`src/rtl/tldw_pkg.sv`:
```
`timescale 1ns / 1ps

package tldw_pkg;

    // Display command bytes
    localparam logic [7:0] CMD_DATA    = 8'h40;
    localparam logic [7:0] CMD_ADDR    = 8'hC0;
    localparam logic [7:0] CMD_CTRL    = 8'h80;
    localparam logic [3:0] BRIGHT_MASK = 4'hF;

    // Default digit store depth
    localparam int unsigned MAX_DIGITS_DEF = 6;

    // Configuration register indexes
    localparam int unsigned CFG_IDX_W = 1;
    localparam logic [CFG_IDX_W-1:0] REG_DIGIT_COUNT = 1'b0;
    localparam logic [CFG_IDX_W-1:0] REG_BRIGHTNESS  = 1'b1;
    localparam int unsigned CFG_DATA_W = 4;

    // Payload widths
    localparam int unsigned DIGIT_BITS_W = 48;
    localparam int unsigned COUNT_W      = 3;

    // Group codes
    localparam logic [1:0] GRP_DATA = 2'd0;
    localparam logic [1:0] GRP_ADDR = 2'd1;
    localparam logic [1:0] GRP_CTRL = 2'd2;

    // Open-drain drive levels, 1 pulls the line low
    typedef struct packed {
        logic dio_low;
        logic clk_low;
    } t_lines;

    function automatic logic [7:0] group_command(input logic [1:0] grp,
                                                 input logic [3:0] bright);
        logic [7:0] cmd;
        case (grp)
            GRP_DATA: cmd = CMD_DATA;
            GRP_ADDR: cmd = CMD_ADDR;
            default:  cmd = CMD_CTRL | {4'h0, bright & BRIGHT_MASK};
        endcase
        return cmd;
    endfunction

endpackage

```
`src/rtl/two_wire_led_display_writer.sv`:
```
`timescale 1ns / 1ps

// Channel   | Handshake                    | Payload
// ----------+------------------------------+-------------------------------------------
// tick in   | i_in_valid / o_in_ready      | i_load, i_digit_bits, i_dio_in
// line out  | o_out_valid / i_out_ready    | o_clk_low, o_dio_low, o_busy_res,
//           |                              | o_ack_valid, o_ack_missing
// config    | i_cfg_we (no wait)           | i_cfg_idx, i_cfg_data
//
// One tick word is taken per clock cycle while o_in_ready is high; its line word sits in
// the output register in the next cycle. The sequencer state and the output register
// advance on the same edge, so the only latency is that single result register.
// The output register stalls the input side only while it holds a word that is not
// being taken in the same cycle.
// Reset (synchronous, active low) releases both lines, clears the sequencer and the
// digit store, and restores digit_count to 6 and brightness to 15.

module two_wire_led_display_writer
    import tldw_pkg::*;
#(
    parameter int unsigned MAX_DIGITS = MAX_DIGITS_DEF
) (
    input  logic                    i_clk,
    input  logic                    i_rst_n,
    // tick words
    input  logic                    i_in_valid,
    output logic                    o_in_ready,
    input  logic                    i_load,
    input  logic [DIGIT_BITS_W-1:0] i_digit_bits,
    input  logic                    i_dio_in,
    // line words
    output logic                    o_out_valid,
    input  logic                    i_out_ready,
    output logic                    o_clk_low,
    output logic                    o_dio_low,
    output logic                    o_busy_res,
    output logic                    o_ack_valid,
    output logic                    o_ack_missing,
    // configuration
    input  logic                    i_cfg_we,
    input  logic [CFG_IDX_W-1:0]    i_cfg_idx,
    input  logic [CFG_DATA_W-1:0]   i_cfg_data
);

    localparam int unsigned IDX_W = (MAX_DIGITS > 1) ? $clog2(MAX_DIGITS) : 1;
    localparam logic [COUNT_W-1:0] MAX_CNT = COUNT_W'(MAX_DIGITS);

    // Sequencer phases
    localparam logic [2:0] S_BITS       = 3'd0;
    localparam logic [2:0] S_ACK_LOW    = 3'd1;
    localparam logic [2:0] S_ACK_SAMPLE = 3'd2;
    localparam logic [2:0] S_ACK_END    = 3'd3;
    localparam logic [2:0] S_START      = 3'd4;
    localparam logic [2:0] S_STOP0      = 3'd5;
    localparam logic [2:0] S_STOP1      = 3'd6;
    localparam logic [2:0] S_STOP2      = 3'd7;

    // Configuration
    logic [COUNT_W-1:0] r_digit_count;
    logic [3:0]         r_brightness;

    // Sequencer state
    logic [7:0]         r_store [MAX_DIGITS];
    logic               r_pending, n_pending;
    logic               r_active,  n_active;
    logic [1:0]         r_group,   n_group;
    logic [2:0]         r_state,   n_state;
    logic [1:0]         r_sub,     n_sub;      // tick within a bit
    logic [2:0]         r_bit,     n_bit;      // bit of the byte, LSB first
    logic [COUNT_W-1:0] r_byte_idx, n_byte_idx;
    logic [7:0]         r_shift,   n_shift;
    t_lines             r_lines,   n_lines;

    // Output register
    logic               r_out_valid;
    t_lines             r_res_lines;
    logic               r_res_busy, r_res_ackv, r_res_ackm;
    logic               n_busy, n_ackv, n_ackm;

    logic               in_acc;
    logic               start_now;
    logic               go;
    logic [2:0]         cur_state;
    logic [1:0]         cur_group;
    logic [COUNT_W-1:0] eff_count;
    logic [IDX_W-1:0]   rd_idx;
    logic [7:0]         rd_byte;

    assign o_in_ready = !r_out_valid || i_out_ready;
    assign in_acc     = i_in_valid && o_in_ready;

    // Clamp the digit count to the store depth
    assign eff_count = (r_digit_count > MAX_CNT) ? MAX_CNT : r_digit_count;

    // Read the next digit; a load on this tick overrides the stored contents
    assign rd_idx  = r_byte_idx[IDX_W-1:0];
    assign rd_byte = i_load ? i_digit_bits[{rd_idx, 3'b000} +: 8] : r_store[rd_idx];

    // A load or a pending refresh that finds the writer idle starts on this tick
    assign start_now = !r_active && (r_pending || i_load);
    assign go        = r_active || start_now;
    assign cur_state = start_now ? S_START : r_state;
    assign cur_group = start_now ? GRP_DATA : r_group;

    always_comb begin
        n_pending  = (r_pending || i_load) && !start_now;
        n_active   = go;
        n_group    = cur_group;
        n_state    = cur_state;
        n_sub      = r_sub;
        n_bit      = r_bit;
        n_byte_idx = r_byte_idx;
        n_shift    = r_shift;
        n_lines    = r_lines;
        n_busy     = 1'b0;
        n_ackv     = 1'b0;
        n_ackm     = 1'b0;
        if (go) begin
            n_busy = 1'b1;
            unique case (cur_state)
                S_BITS: begin
                    if (r_sub == 2'd0) begin
                        n_lines.clk_low = 1'b1;
                        n_sub           = 2'd1;
                    end else if (r_sub == 2'd1) begin
                        n_lines.dio_low = !r_shift[r_bit];
                        n_sub           = 2'd2;
                    end else begin
                        n_lines.clk_low = 1'b0;
                        n_sub           = 2'd0;
                        n_bit           = r_bit + 3'd1;
                        if (r_bit == 3'd7) begin
                            n_state = S_ACK_LOW;
                        end
                    end
                end
                S_ACK_LOW: begin
                    n_lines.clk_low = 1'b1;
                    n_lines.dio_low = 1'b0;
                    n_state         = S_ACK_SAMPLE;
                end
                S_ACK_SAMPLE: begin
                    n_lines.clk_low = 1'b0;
                    n_lines.dio_low = !i_dio_in;
                    n_ackv          = 1'b1;
                    n_ackm          = i_dio_in;
                    n_state         = S_ACK_END;
                end
                S_ACK_END: begin
                    n_lines.clk_low = 1'b1;
                    if (cur_group == GRP_ADDR && r_byte_idx < eff_count) begin
                        n_shift    = rd_byte;
                        n_byte_idx = r_byte_idx + COUNT_W'(1);
                        n_bit      = 3'd0;
                        n_sub      = 2'd0;
                        n_state    = S_BITS;
                    end else begin
                        n_state = S_STOP0;
                    end
                end
                S_START: begin
                    n_lines.clk_low = 1'b0;
                    n_lines.dio_low = 1'b1;
                    n_byte_idx      = '0;
                    n_shift         = group_command(cur_group, r_brightness);
                    n_bit           = 3'd0;
                    n_sub           = 2'd0;
                    n_state         = S_BITS;
                end
                S_STOP0: begin
                    n_lines.dio_low = 1'b1;
                    n_state         = S_STOP1;
                end
                S_STOP1: begin
                    n_lines.clk_low = 1'b0;
                    n_state         = S_STOP2;
                end
                S_STOP2: begin
                    n_lines.clk_low = 1'b0;
                    n_lines.dio_low = 1'b0;
                    if (cur_group >= GRP_CTRL) begin
                        n_active = 1'b0;
                        n_group  = GRP_DATA;
                    end else begin
                        n_group  = cur_group + 2'd1;
                        n_state  = S_START;
                    end
                end
            endcase
        end
    end

    // Configuration writes
    always_ff @(posedge i_clk) begin
        if (!i_rst_n) begin
            r_digit_count <= COUNT_W'(6);
            r_brightness  <= 4'd15;
        end else if (i_cfg_we) begin
            unique case (i_cfg_idx)
                REG_DIGIT_COUNT: r_digit_count <= i_cfg_data[COUNT_W-1:0];
                REG_BRIGHTNESS:  r_brightness  <= i_cfg_data[3:0];
                default: ;
            endcase
        end
    end

    // Digit store: overwrite on every load, latest load wins
    always_ff @(posedge i_clk) begin
        if (!i_rst_n) begin
            for (int i = 0; i < MAX_DIGITS; i++) begin
                r_store[i] <= 8'h00;
            end
        end else if (in_acc && i_load) begin
            for (int i = 0; i < MAX_DIGITS; i++) begin
                r_store[i] <= i_digit_bits[8*i +: 8];
            end
        end
    end

    // Sequencer state: advance one phase per accepted tick
    always_ff @(posedge i_clk) begin
        if (!i_rst_n) begin
            r_pending  <= 1'b0;
            r_active   <= 1'b0;
            r_group    <= GRP_DATA;
            r_state    <= S_START;
            r_sub      <= 2'd0;
            r_bit      <= 3'd0;
            r_byte_idx <= '0;
            r_shift    <= 8'h00;
            r_lines    <= '0;
        end else if (in_acc) begin
            r_pending  <= n_pending;
            r_active   <= n_active;
            r_group    <= n_group;
            r_state    <= n_state;
            r_sub      <= n_sub;
            r_bit      <= n_bit;
            r_byte_idx <= n_byte_idx;
            r_shift    <= n_shift;
            r_lines    <= n_lines;
        end
    end

    // Output register: load on accept, drop once taken
    always_ff @(posedge i_clk) begin
        if (!i_rst_n) begin
            r_out_valid <= 1'b0;
        end else if (in_acc) begin
            r_out_valid <= 1'b1;
        end else if (i_out_ready) begin
            r_out_valid <= 1'b0;
        end
    end

    always_ff @(posedge i_clk) begin
        if (in_acc) begin
            r_res_lines <= n_lines;
            r_res_busy  <= n_busy;
            r_res_ackv  <= n_ackv;
            r_res_ackm  <= n_ackm;
        end
    end

    assign o_out_valid   = r_out_valid;
    assign o_clk_low     = r_res_lines.clk_low;
    assign o_dio_low     = r_res_lines.dio_low;
    assign o_busy_res    = r_res_busy;
    assign o_ack_valid   = r_res_ackv;
    assign o_ack_missing = r_res_ackm;

    // Both lines are released whenever no refresh is running
    a_idle_released: assert property (@(posedge i_clk) disable iff (!i_rst_n)
        !r_active |-> (r_lines == '0))
        else $error("lines driven while idle");

    // Digit index never runs past the store
    a_byte_idx_range: assert property (@(posedge i_clk) disable iff (!i_rst_n)
        r_byte_idx <= MAX_CNT)
        else $error("digit index beyond store depth");

    // An acknowledge report only comes from a running refresh
    a_ack_busy: assert property (@(posedge i_clk) disable iff (!i_rst_n)
        (o_out_valid && o_ack_valid) |-> o_busy_res)
        else $error("acknowledge outside a refresh");

    // A missing acknowledge is only flagged on the sample tick
    a_ack_missing: assert property (@(posedge i_clk) disable iff (!i_rst_n)
        (o_out_valid && o_ack_missing) |-> o_ack_valid)
        else $error("ack_missing without ack_valid");

    // A refresh left pending by the last group starts on the next accepted tick
    a_pending_starts: assert property (@(posedge i_clk) disable iff (!i_rst_n)
        (in_acc && r_pending && !r_active) |=> r_active)
        else $error("pending refresh not started");

endmodule

```
`config.mk`:
```
export PLATFORM = sky130hd
export DESIGN_NAME = two_wire_led_display_writer
export DESIGN_NICKNAME = d
export VERILOG_FILES = /design/src/rtl/tldw_pkg.sv /design/src/rtl/two_wire_led_display_writer.sv
export SDC_FILE = /design/constraint.sdc
export NUM_CORES = 1
export LEC_CHECK = 0
export ABC_AREA = 1
export BUFFER_PORTS_ARGS = -buffer_cell sky130_fd_sc_hd__clkbuf_2
export CORE_ASPECT_RATIO = 0.8
export CORE_MARGIN = 4
export CORE_UTILIZATION = 54
export CTS_BUF_LIST = sky130_fd_sc_hd__clkbuf_8
export CTS_CLUSTER_SIZE = 30
export DETAILED_ROUTE_END_ITERATION = 10
export GPL_TIMING_DRIVEN = 0
export PLACE_DENSITY = 0.77
export SYNTH_ARGS = -nofsm -noshare
export SYNTH_HDL_FRONTEND = slang
export SYNTH_SLANG_ARGS = --single-unit
```
`constraint.sdc`:
```
create_clock -name i_clk -period 2.31 [get_ports i_clk]
set_clock_uncertainty 0.05 [all_clocks]
set_input_delay 0.1155 -clock i_clk [delete_from_list [all_inputs] [get_ports i_clk]]
set_output_delay 0.1155 -clock i_clk [all_outputs]
set_load 0.005 [all_outputs]
```
Word-level counts from Yosys, hierarchy flattened
Memory sizes are Yosys's and may differ from the RTL's. A register that Yosys moved wholly into a read port is not among the register bits.
Cells that the tools add are included.
{ "totals": {"reg_bits": 38, "latch_bits": 0, "out_inout_bits": 7, "input_bits": 60, "word_cells": 131, "mem_bits_rw": 48, "mem_bits_ro": 0, "mem_count": 1} }
{ "mem_list": {"columns": ["memory", "depth", "word_bits", "rd", "rd_ports_with_merged_regs", "write_ports", "line_no", "text"], "rows": [
  ["r_store", 6, 8, 1, 1, 6, "two_wire_led_display_writer.sv:63", "logic [7:0] r_store [MAX_DIGITS];"]
]} }
{ "classes": {"order_cmp": 4, "n_addsub": 3, "reduce_logical": 29, "n_mux": 55, "eq_ne": 13, "div_mod_pow": 0, "n_bitwise": 7, "mul": 0, "shift": 1} }
{ "ops": {"columns": ["operator", "count"], "rows": [
  ["two-way mux 8 bit", 8],
  ["variable part select 48 x 7 -> 8 bit", 1],
  ["two-way mux 3 bit", 14],
  ["case mux 8 bit (2 select lines)", 2],
  ["case mux 3 bit (8 select lines)", 1],
  ["two-way mux 1 bit", 16],
  ["two-way mux 2 bit", 8],
  ["equality test 3 bit (second input constant)", 5],
  ["case mux 3 bit (3 select lines)", 1],
  ["AND reduction 4 bit", 2],
  ["adder 3 x 1 -> 3 bit (second input constant)", 2],
  ["equality test 3 x 2 -> 1 bit (second input constant)", 2],
  ["!= test 2 bit (second input constant)", 3],
  ["OR 1 bit", 6],
  ["case mux 2 bit (3 select lines)", 1],
  ["case mux 3 bit (2 select lines)", 1],
  ["AND reduction 2 bit", 3],
  ["AND reduction 6 bit", 1],
  ["OR reduction 2 bit", 3],
  ["logical AND 1 bit", 5],
  ["zero test 1 bit", 5],
  ["equality test 2 x 1 -> 1 bit (second input constant)", 2],
  ["zero test 2 bit", 2],
  ["< comparator 3 x 4 -> 1 bit (second input constant)", 1],
  ["14 further kinds", 17]
]} }

Logic depth before layout (Yosys ltp)
Gate-level depths: netlist of run 1.
{ "depth": {"word_depth": 9, "depth_mapped": 12, "ltp_nobuf": 12} }

Worst setup path after synthesis of run 1
No wires, ideal clock.
{ "synth_timing": {"kind": "flip-flop to flip-flop", "start": "register r_out_valid (netlist: o_out_valid)", "end": "memory r_store[0][0] (enable)", "path_buffers": 1, "required_ps": 1853, "arrival_ps": 1957, "path_stages_with_launch": 7, "setup_ps": 407, "setup_slack_ps": -104, "synth_period_minus_slack_ps": 2414, "path_cell_list": "dfxtp_1 -> nand2_1 -> nand2_1 -> inv_1 -> buf_2 -> nand2_1 -> nand2_1"} }
{ "synth_rtl": {"columns": ["element", "line_no", "text"], "rows": [
  ["from (decl)", "two_wire_led_display_writer.sv:75", "logic r_out_valid;"],
  ["from (signal assigned)", "two_wire_led_display_writer.sv:248", "r_out_valid <= 1'b0;"],
  ["from (signal assigned)", "two_wire_led_display_writer.sv:250", "r_out_valid <= 1'b1;"],
  ["from (signal assigned)", "two_wire_led_display_writer.sv:252", "r_out_valid <= 1'b0;"],
  ["to (decl)", "two_wire_led_display_writer.sv:63", null]
]} }

Worst setup path after layout of run 1
{ "layout_timing": {"start": "register r_byte_idx[1]", "end": "register r_bit[1]"} }
{ "layout_via": {"elab_chain_cells": 4} }
{ "layout_lines": {"columns": ["element", "line_no", "text"], "rows": [
  ["from (decl)", "two_wire_led_display_writer.sv:70", "logic [COUNT_W-1:0] r_byte_idx, n_byte_idx;"],
  ["from (signal assigned)", "two_wire_led_display_writer.sv:239", "r_byte_idx <= n_byte_idx;"],
  ["< comparator 3 bit", "two_wire_led_display_writer.sv:151", "if (cur_group == GRP_ADDR && r_byte_idx < eff_count) begin"],
  ["logical AND 1 bit", "two_wire_led_display_writer.sv:151", null],
  ["!= test 2 bit (no source line)", null, null],
  ["AND reduction 6 bit (no source line)", null, null],
  ["to (signal assigned)", "two_wire_led_display_writer.sv:238", "r_bit <= n_bit;"],
  ["to (decl)", "two_wire_led_display_writer.sv:69", "logic [2:0] r_bit, n_bit;"]
]} }
No other way between the ends.
A chain may end at the register's enable or synchronous reset.

==> results of run 1 <==
layout make-up:
cell class	instances	area (um2)	share of cell area
inverters	100	375.4	0.06835
clock buffers	9	123.9	0.02256
flip-flops and latches	89	2312	0.4211
multi-input cells	426	1959	0.3568
clock inverters	7	87.58	0.01595
plain buffers	25	117.6	0.02142
well taps	112	140.1	0.02552
repair buffers	70	375.4	0.06835
cells in the final DEF (no fill, tap or decap), types with 2 or more instances in the layout:
cell           instances
a21oi_1               35
buf_1                  3
buf_2                  7
buf_6                  2
bufinv_16              2
clkbuf_1              13
clkbuf_2              65
clkbuf_8               9
clkinv_1               3
clkinvlp_4             2
dfxtp_1               36
dlygate4sd3_1          5
edfxtp_1              53
ha_1                   5
inv_1                 99
nand2_1              129
nand2_2                4
nand2_4                2
nand3_1               42
nand4_1                4
nor2_1               121
nor2_2                 2
nor3_1                 2
o211ai_1              15
o21ai_0               45
o21ai_1               11
routing by layer:
metal / GRT usage / routed length, um / up-vias
met5: 0 / 0 / -
met4: 0.05906 / 170 / 0
met3: 0.06662 / 1520 / 21
met2: 0.3955 / 5722 / 243
met1: 0.3517 / 5399 / 2077
li1: - / - / 2222
timing repair:
action,CTS,global route
resized for setup,1,1
cloned,0,0
setup endpoints to repair,48,1
hold endpoints to repair,7,0
pin swaps,0,0
hold buffers,5,0
worst register-to-register path, stage by stage, from the launching register on:
cell and delay (ns):
dfxtp_1 0.47, ha_1 0.28, nand2_1 0.06, inv_1 0.04, nand2_1 0.05, nand2_1 0.08
o21ai_1 0.40, nand3_1 0.26, o21ai_0 0.23, nor2_1 0.06
path summary, 6_finish.rpt:
kind                            slack, ns                  startpoint                          end
worst max register to register       0.20  r_byte_idx[1]$_SDFFE_PN0P_        r_bit[1]$_SDFFE_PN0P_
worst min-delay path                0.001            i_digit_bits[21]  r_store[2][5]$_SDFFCE_PN0P_
worst max-delay path                 0.20  r_byte_idx[1]$_SDFFE_PN0P_        r_bit[1]$_SDFFE_PN0P_
worst min register to register       0.44     r_shift[6]$_SDFFE_PN0P_      r_shift[6]$_SDFFE_PN0P_
cells by family after synthesis:
kind of cell | count (synthesis) | synth area share
AND/OR/NAND/NOR | 308 | 0.2642
flip-flops | 89 | 0.4863
adder cells (fa/ha/maj) | 5 | 0.01316
XOR/XNOR | 1 | 0.001842
AO/OA/AOI/OAI | 112 | 0.1308
buffers and inverters | 125 | 0.1037
power groups by stage:
stage	clock network, mW	registers (mW)	logic, mW
floorplan	0	1.86	0.290
finish	1.16	1.84	0.458
global placement	0	1.87	0.426
detailed placement	0	1.88	0.442
global route	1.25	1.85	0.522
CTS	1.16	1.84	0.452
per-stage QoR:
stage          cells  area [um2]
6_report         838        5492
5_1_grt          838        5492
4_1_cts          838        5489
3_5_place_dp     817        5223
3_3_place_gp     817        5223
2_1_floorplan    640        4757
registers in the layout, indices dropped and copies added (netlist names), 2 cells and up, named ones only:
| signal | flops |
|---|---|
| r_lines | 2 |
| r_state | 3 |
| r_shift | 8 |
| r_bit | 3 |
| r_sub | 2 |
| r_byte_idx | 3 |
| r_store | 48 |
| r_brightness | 4 |
| r_group | 2 |
| r_digit_count | 3 |
==> impl_metrics.ini, run 1 <==
[final_layout]
layout.nets = 786
utilization = 0.6445
antennaDiodeCount = 0
drive_gt1_frac = 0.1364
area_delta_synth_final_pct = 15.50
num-fill-cells = 735

[power_and_ir_drop]
p_int_mw = 2.553
swShare = 0.2619
p_per_area_nw_per_um2 = 629.9
power_frac_seq = 0.532
p_total_mw = 3.459
share_comb_of_total_power = 0.132
peakVddDrop_uv = 411.8
leakagePower_nw = 2.664
power_switching_uw = 906.1
clockPowerShare = 0.336

[cts]
postCtsSetupBuffers = 0
cts_tree = done
cts_sinks = 89
cts.clk_slew.worst_paths_ns = 0.10
numCtsBuffers = 9
clkLatencyLatePin_ns = 0.37
h-tree-depth = 3
clk_path_buf_depth = 2
root_buffer = clkbuf_8

[yosys]
netlist_top_cells_area = edfxtp_1, dfxtp_1, nand2_1, nor2_1, inv_1
ys_ff_latch = 89
syn_inst = 640
synth_area_um2 = 4755
synth_top_area_cell = edfxtp_1
synth_ff_type = edfxtp_1
synth_common_cells = nand2_1, nor2_1, inv_1
synth_top_area_frac = 0.3347
synth.distinct_cells = 30
ys_seq_area_frac = 0.4863
yosys_warnings = 0
synth.most_common_cell = nand2_1
synthArstFlopShare = 0
syn-num-nets = 705
syn_area_per_cell_um2 = 7.429
synth-edff-count = 53

[drt]
drc = 0
routed_via_density = 5.445
drtAntennaViolNets = 0
firstDrtPassIters = 5
wl_per_cell_um = 15.29
drt_wl_total_mm = 12.81
dr_total_vias = 4563
drt_iter0_drc = 572

[critical_path]
cp_cell_sequence = ha_1 > nand2_1 > inv_1 > nand2_1 > nand2_1 > o21ai_1 > nand3_1 > o21ai_0 > nor2_1
path_common_cell = nand2_1
crit_family = compound AO/OA/AOI/OAI gates
critPathRequiredTime_ns = 2.50
path_depth = 9
critPathMaxFanout = 6
end_kind = flip-flop
crit_buf_inv = 1
cp-start-kind = flip-flop
critPathMaxStageDelay_ns = 0.47
worst_r2r_path_depth = 9
critPathArrivalTime_ns = 2.30
critical_path_class = flip-flop to flip-flop
critPathSlowestCell = dfxtp_1

[floorplan]
num_rows = 30
core_region_area_um2 = 8521
die_w_um = 112.9
boundaryPins = 67
dieArea_um2 = 10380
start_util = 0.5580
die_h_um = 91.93

[global_routing]
antenna_found_initial = 0
grt_pass1_vias = 4291
overflow = 0
track_usage = 0.2525
grt_pass1_wl_mm = 20.73
grt_max_degree = 49

[placed_design]
port_buffers = 65
dp_hpwl_mm = 9.378
gp_congestion = 0.9523
place_ws_ns = -0.09309

[timing]
max_slew_margin = 0.5366
finalHoldViolations = 0
finalSetupViolations = 0
finalCriticalPeriod_ns = 2.106
drv_slew = 0
post-route-period-util = 0.9118
worst_slack_ns = 0.2037
worst_pin_slew_ns = 0.6952
hold_ws_ns = 0.001220
rsz0062_at_grt = no
max_freq_ghz = 0.4748
final.setup.tns_ns = 0

[run]
maxCapViolCount = 0

[status]
status = completed

[hold_path]
worstHoldPathCells = 3
hold_class = input pin to flip-flop
No activity file was read; power rests on OpenSTA's default activity.
==> run 2: changes to the inputs <==
--- a/config.mk
+++ b/config.mk
@@ -9,12 +9,12 @@
 export BUFFER_PORTS_ARGS = -buffer_cell sky130_fd_sc_hd__clkbuf_2
 export CORE_ASPECT_RATIO = 0.8
 export CORE_MARGIN = 4
-export CORE_UTILIZATION = 54
+export CORE_UTILIZATION = 30
 export CTS_BUF_LIST = sky130_fd_sc_hd__clkbuf_8
 export CTS_CLUSTER_SIZE = 30
 export DETAILED_ROUTE_END_ITERATION = 10
 export GPL_TIMING_DRIVEN = 0
-export PLACE_DENSITY = 0.77
+export PLACE_DENSITY = 0.47
 export SYNTH_ARGS = -nofsm -noshare
 export SYNTH_HDL_FRONTEND = slang
 export SYNTH_SLANG_ARGS = --single-unit
==> impl_metrics.ini, run 2 (same netlist as run 1, synthesis figures left out) <==
[power_and_ir_drop]
leakagePower_nw = 2.803
p_total_mw = 3.399
share_comb_of_total_power = 0.151
peakVddDrop_uv = 252.5
p_per_area_nw_per_um2 = 573.3
clockPowerShare = 0.309
power_switching_uw = 927.7
p_int_mw = 2.472
power_frac_seq = 0.540
swShare = 0.2729

[drt]
drt_wl_total_mm = 14.65
wl_per_cell_um = 15.11
routed_via_density = 4.692
dr_total_vias = 4551
drtAntennaViolNets = 0
firstDrtPassIters = 4
drt_iter0_drc = 371
drc = 0

[floorplan]
die_h_um = 120.6
dieArea_um2 = 17940
boundaryPins = 67
core_region_area_um2 = 15260
die_w_um = 148.8
start_util = 0.3115
num_rows = 40

[timing]
rsz0062_at_grt = no
worst_slack_ns = 0.1613
post-route-period-util = 0.9302
finalHoldViolations = 0
max_freq_ghz = 0.4654
finalSetupViolations = 0
hold_ws_ns = 0.01571
drv_slew = 0
max_slew_margin = 0.5836
finalCriticalPeriod_ns = 2.149
worst_pin_slew_ns = 0.6246
final.setup.tns_ns = 0

[cts]
numCtsBuffers = 9
clk_path_buf_depth = 2
postCtsSetupBuffers = 0
cts.clk_slew.worst_paths_ns = 0.10
clkLatencyLatePin_ns = 0.38
cts_tree = done
cts_sinks = 89
h-tree-depth = 3
root_buffer = clkbuf_8

[critical_path]
rrSetupSlack_ns = 0.16
critPathArrivalTime_ns = 2.35
cp-start-kind = flip-flop
rr_endpoint = r_bit[2]$_SDFFE_PN0P_
end_kind = flip-flop
worst_r2r_path_depth = 9
critPathMaxStageDelay_ns = 0.52
cp_cell_sequence = ha_1 > nand2_1 > inv_1 > nand2_1 > nand2_1 > o21ai_1 > nand3_1 > o21ai_0 > nor2_1
crit_family = compound AO/OA/AOI/OAI gates
critical_path_class = flip-flop to flip-flop
crit_buf_inv = 1
critPathRequiredTime_ns = 2.51
reg2reg_from = r_byte_idx[1]$_SDFFE_PN0P_
critPathSlowestCell = dfxtp_1
path_common_cell = nand2_1
critPathMaxFanout = 6

[global_routing]
track_usage = 0.1714
grt_pass1_wl_mm = 23.83
grt_max_degree = 49
overflow = 0
antenna_found_initial = 0
grt_pass1_vias = 4654

[final_layout]
mostFrequentLayoutCells = nand2_1, nor2_1, inv_1, clkbuf_2, edfxtp_1
layout.nets = 820
final_area_um2 = 5929
num-fill-cells = 1619
final_common_cell = nand2_1
regMostFlops = r_store
drive_gt1_frac = 0.1276
final_cells = 970
area_delta_synth_final_pct = 24.71
largest_register_ffs = 48
antennaDiodeCount = 0
reg.largest.list = r_store x48, r_shift x8, r_brightness x4
utilization = 0.3884

[placed_design]
port_buffers = 65
gp_congestion = 0.8605
dp_hpwl_mm = 10.52
place_ws_ns = -0.2097
placed_cell_area_um2 = 5345
dp.cells = 915

[hold_path]
hold_end = r_store[2][6]$_SDFFCE_PN0P_
hold_class = input pin to flip-flop
worstHoldPathCells = 3
hp-start = i_digit_bits[22]

[run]
maxCapViolCount = 0

[status]
status = completed
run 2: changes by cell type in the layout (fill, tap and decap cells not counted), moves of 2 or more:
cell,before,now
clkbuf_1,13,11
clkinvlp_4,2,0
dlygate4sd3_1,5,39
clkinv_1,3,6
clkbuf_2,65,67
run 2: layout make-up:
cell class	count	area (um2)	area share
inverters	100	375.4	0.06330
well taps	210	262.8	0.04431
repair buffers	104	715.7	0.1207
flip-flops and latches	89	2312	0.3900
clock buffers	9	123.9	0.02089
clock inverters	7	53.80	0.009074
multi-input cells	426	1966	0.3315
plain buffers	25	120.1	0.02026
run 2: power by group through the flow:
stage               logic [mW]  clock network, mW  registers, mW
floorplan                0.290                  0           1.86
global placement         0.451                  0           1.87
detailed placement       0.456                  0           1.87
CTS                      0.508               1.09           1.84
global route             0.586               1.16           1.85
finish                   0.512               1.05           1.84
run 2: how the worst max path moves through the flow:
stage                                from                     endpoint  slack (ns)  cells after the start
4_1_cts                       i_out_ready  r_store[0][2]$_SDFFCE_PN0P_        0.10                      9
3_3_place_gp     o_out_valid$_SDFFE_PN0P_  r_store[3][5]$_SDFFCE_PN0P_       -0.17                      6
6_report       r_byte_idx[1]$_SDFFE_PN0P_        r_bit[2]$_SDFFE_PN0P_        0.16                      9
3_5_place_dp     o_out_valid$_SDFFE_PN0P_  r_store[3][4]$_SDFFCE_PN0P_       -0.21                      6
5_1_grt                       i_out_ready  r_store[2][6]$_SDFFCE_PN0P_        0.01                     11
2_1_floorplan    o_out_valid$_SDFFE_PN0P_  r_store[0][0]$_SDFFCE_PN0P_        0.34                      6
run 2: worst register-to-register path, cell delays in order, from the launching register on:
cell and delay [ns]:
dfxtp_1 0.52, ha_1 0.29, nand2_1 0.06, inv_1 0.03
nand2_1 0.05, nand2_1 0.08, o21ai_1 0.38, nand3_1 0.26
o21ai_0 0.23, nor2_1 0.05
run 2: what timing repair did:
item                                    CTS  global route
hold endpoints to repair                 38             2
gates resized for setup                   1             5
pin swaps                                 0             0
endpoints found under the setup margin   48            58
hold buffers                             37             2
run 2: per-layer routing:
layer  up-vias  track usage  routed length, um
li1       2289            -                  -
met1      2139       0.2393               7250
met2       110       0.2651               6422
met3        13      0.05208                836
met4         0      0.03259                142
met5         -            0                  0
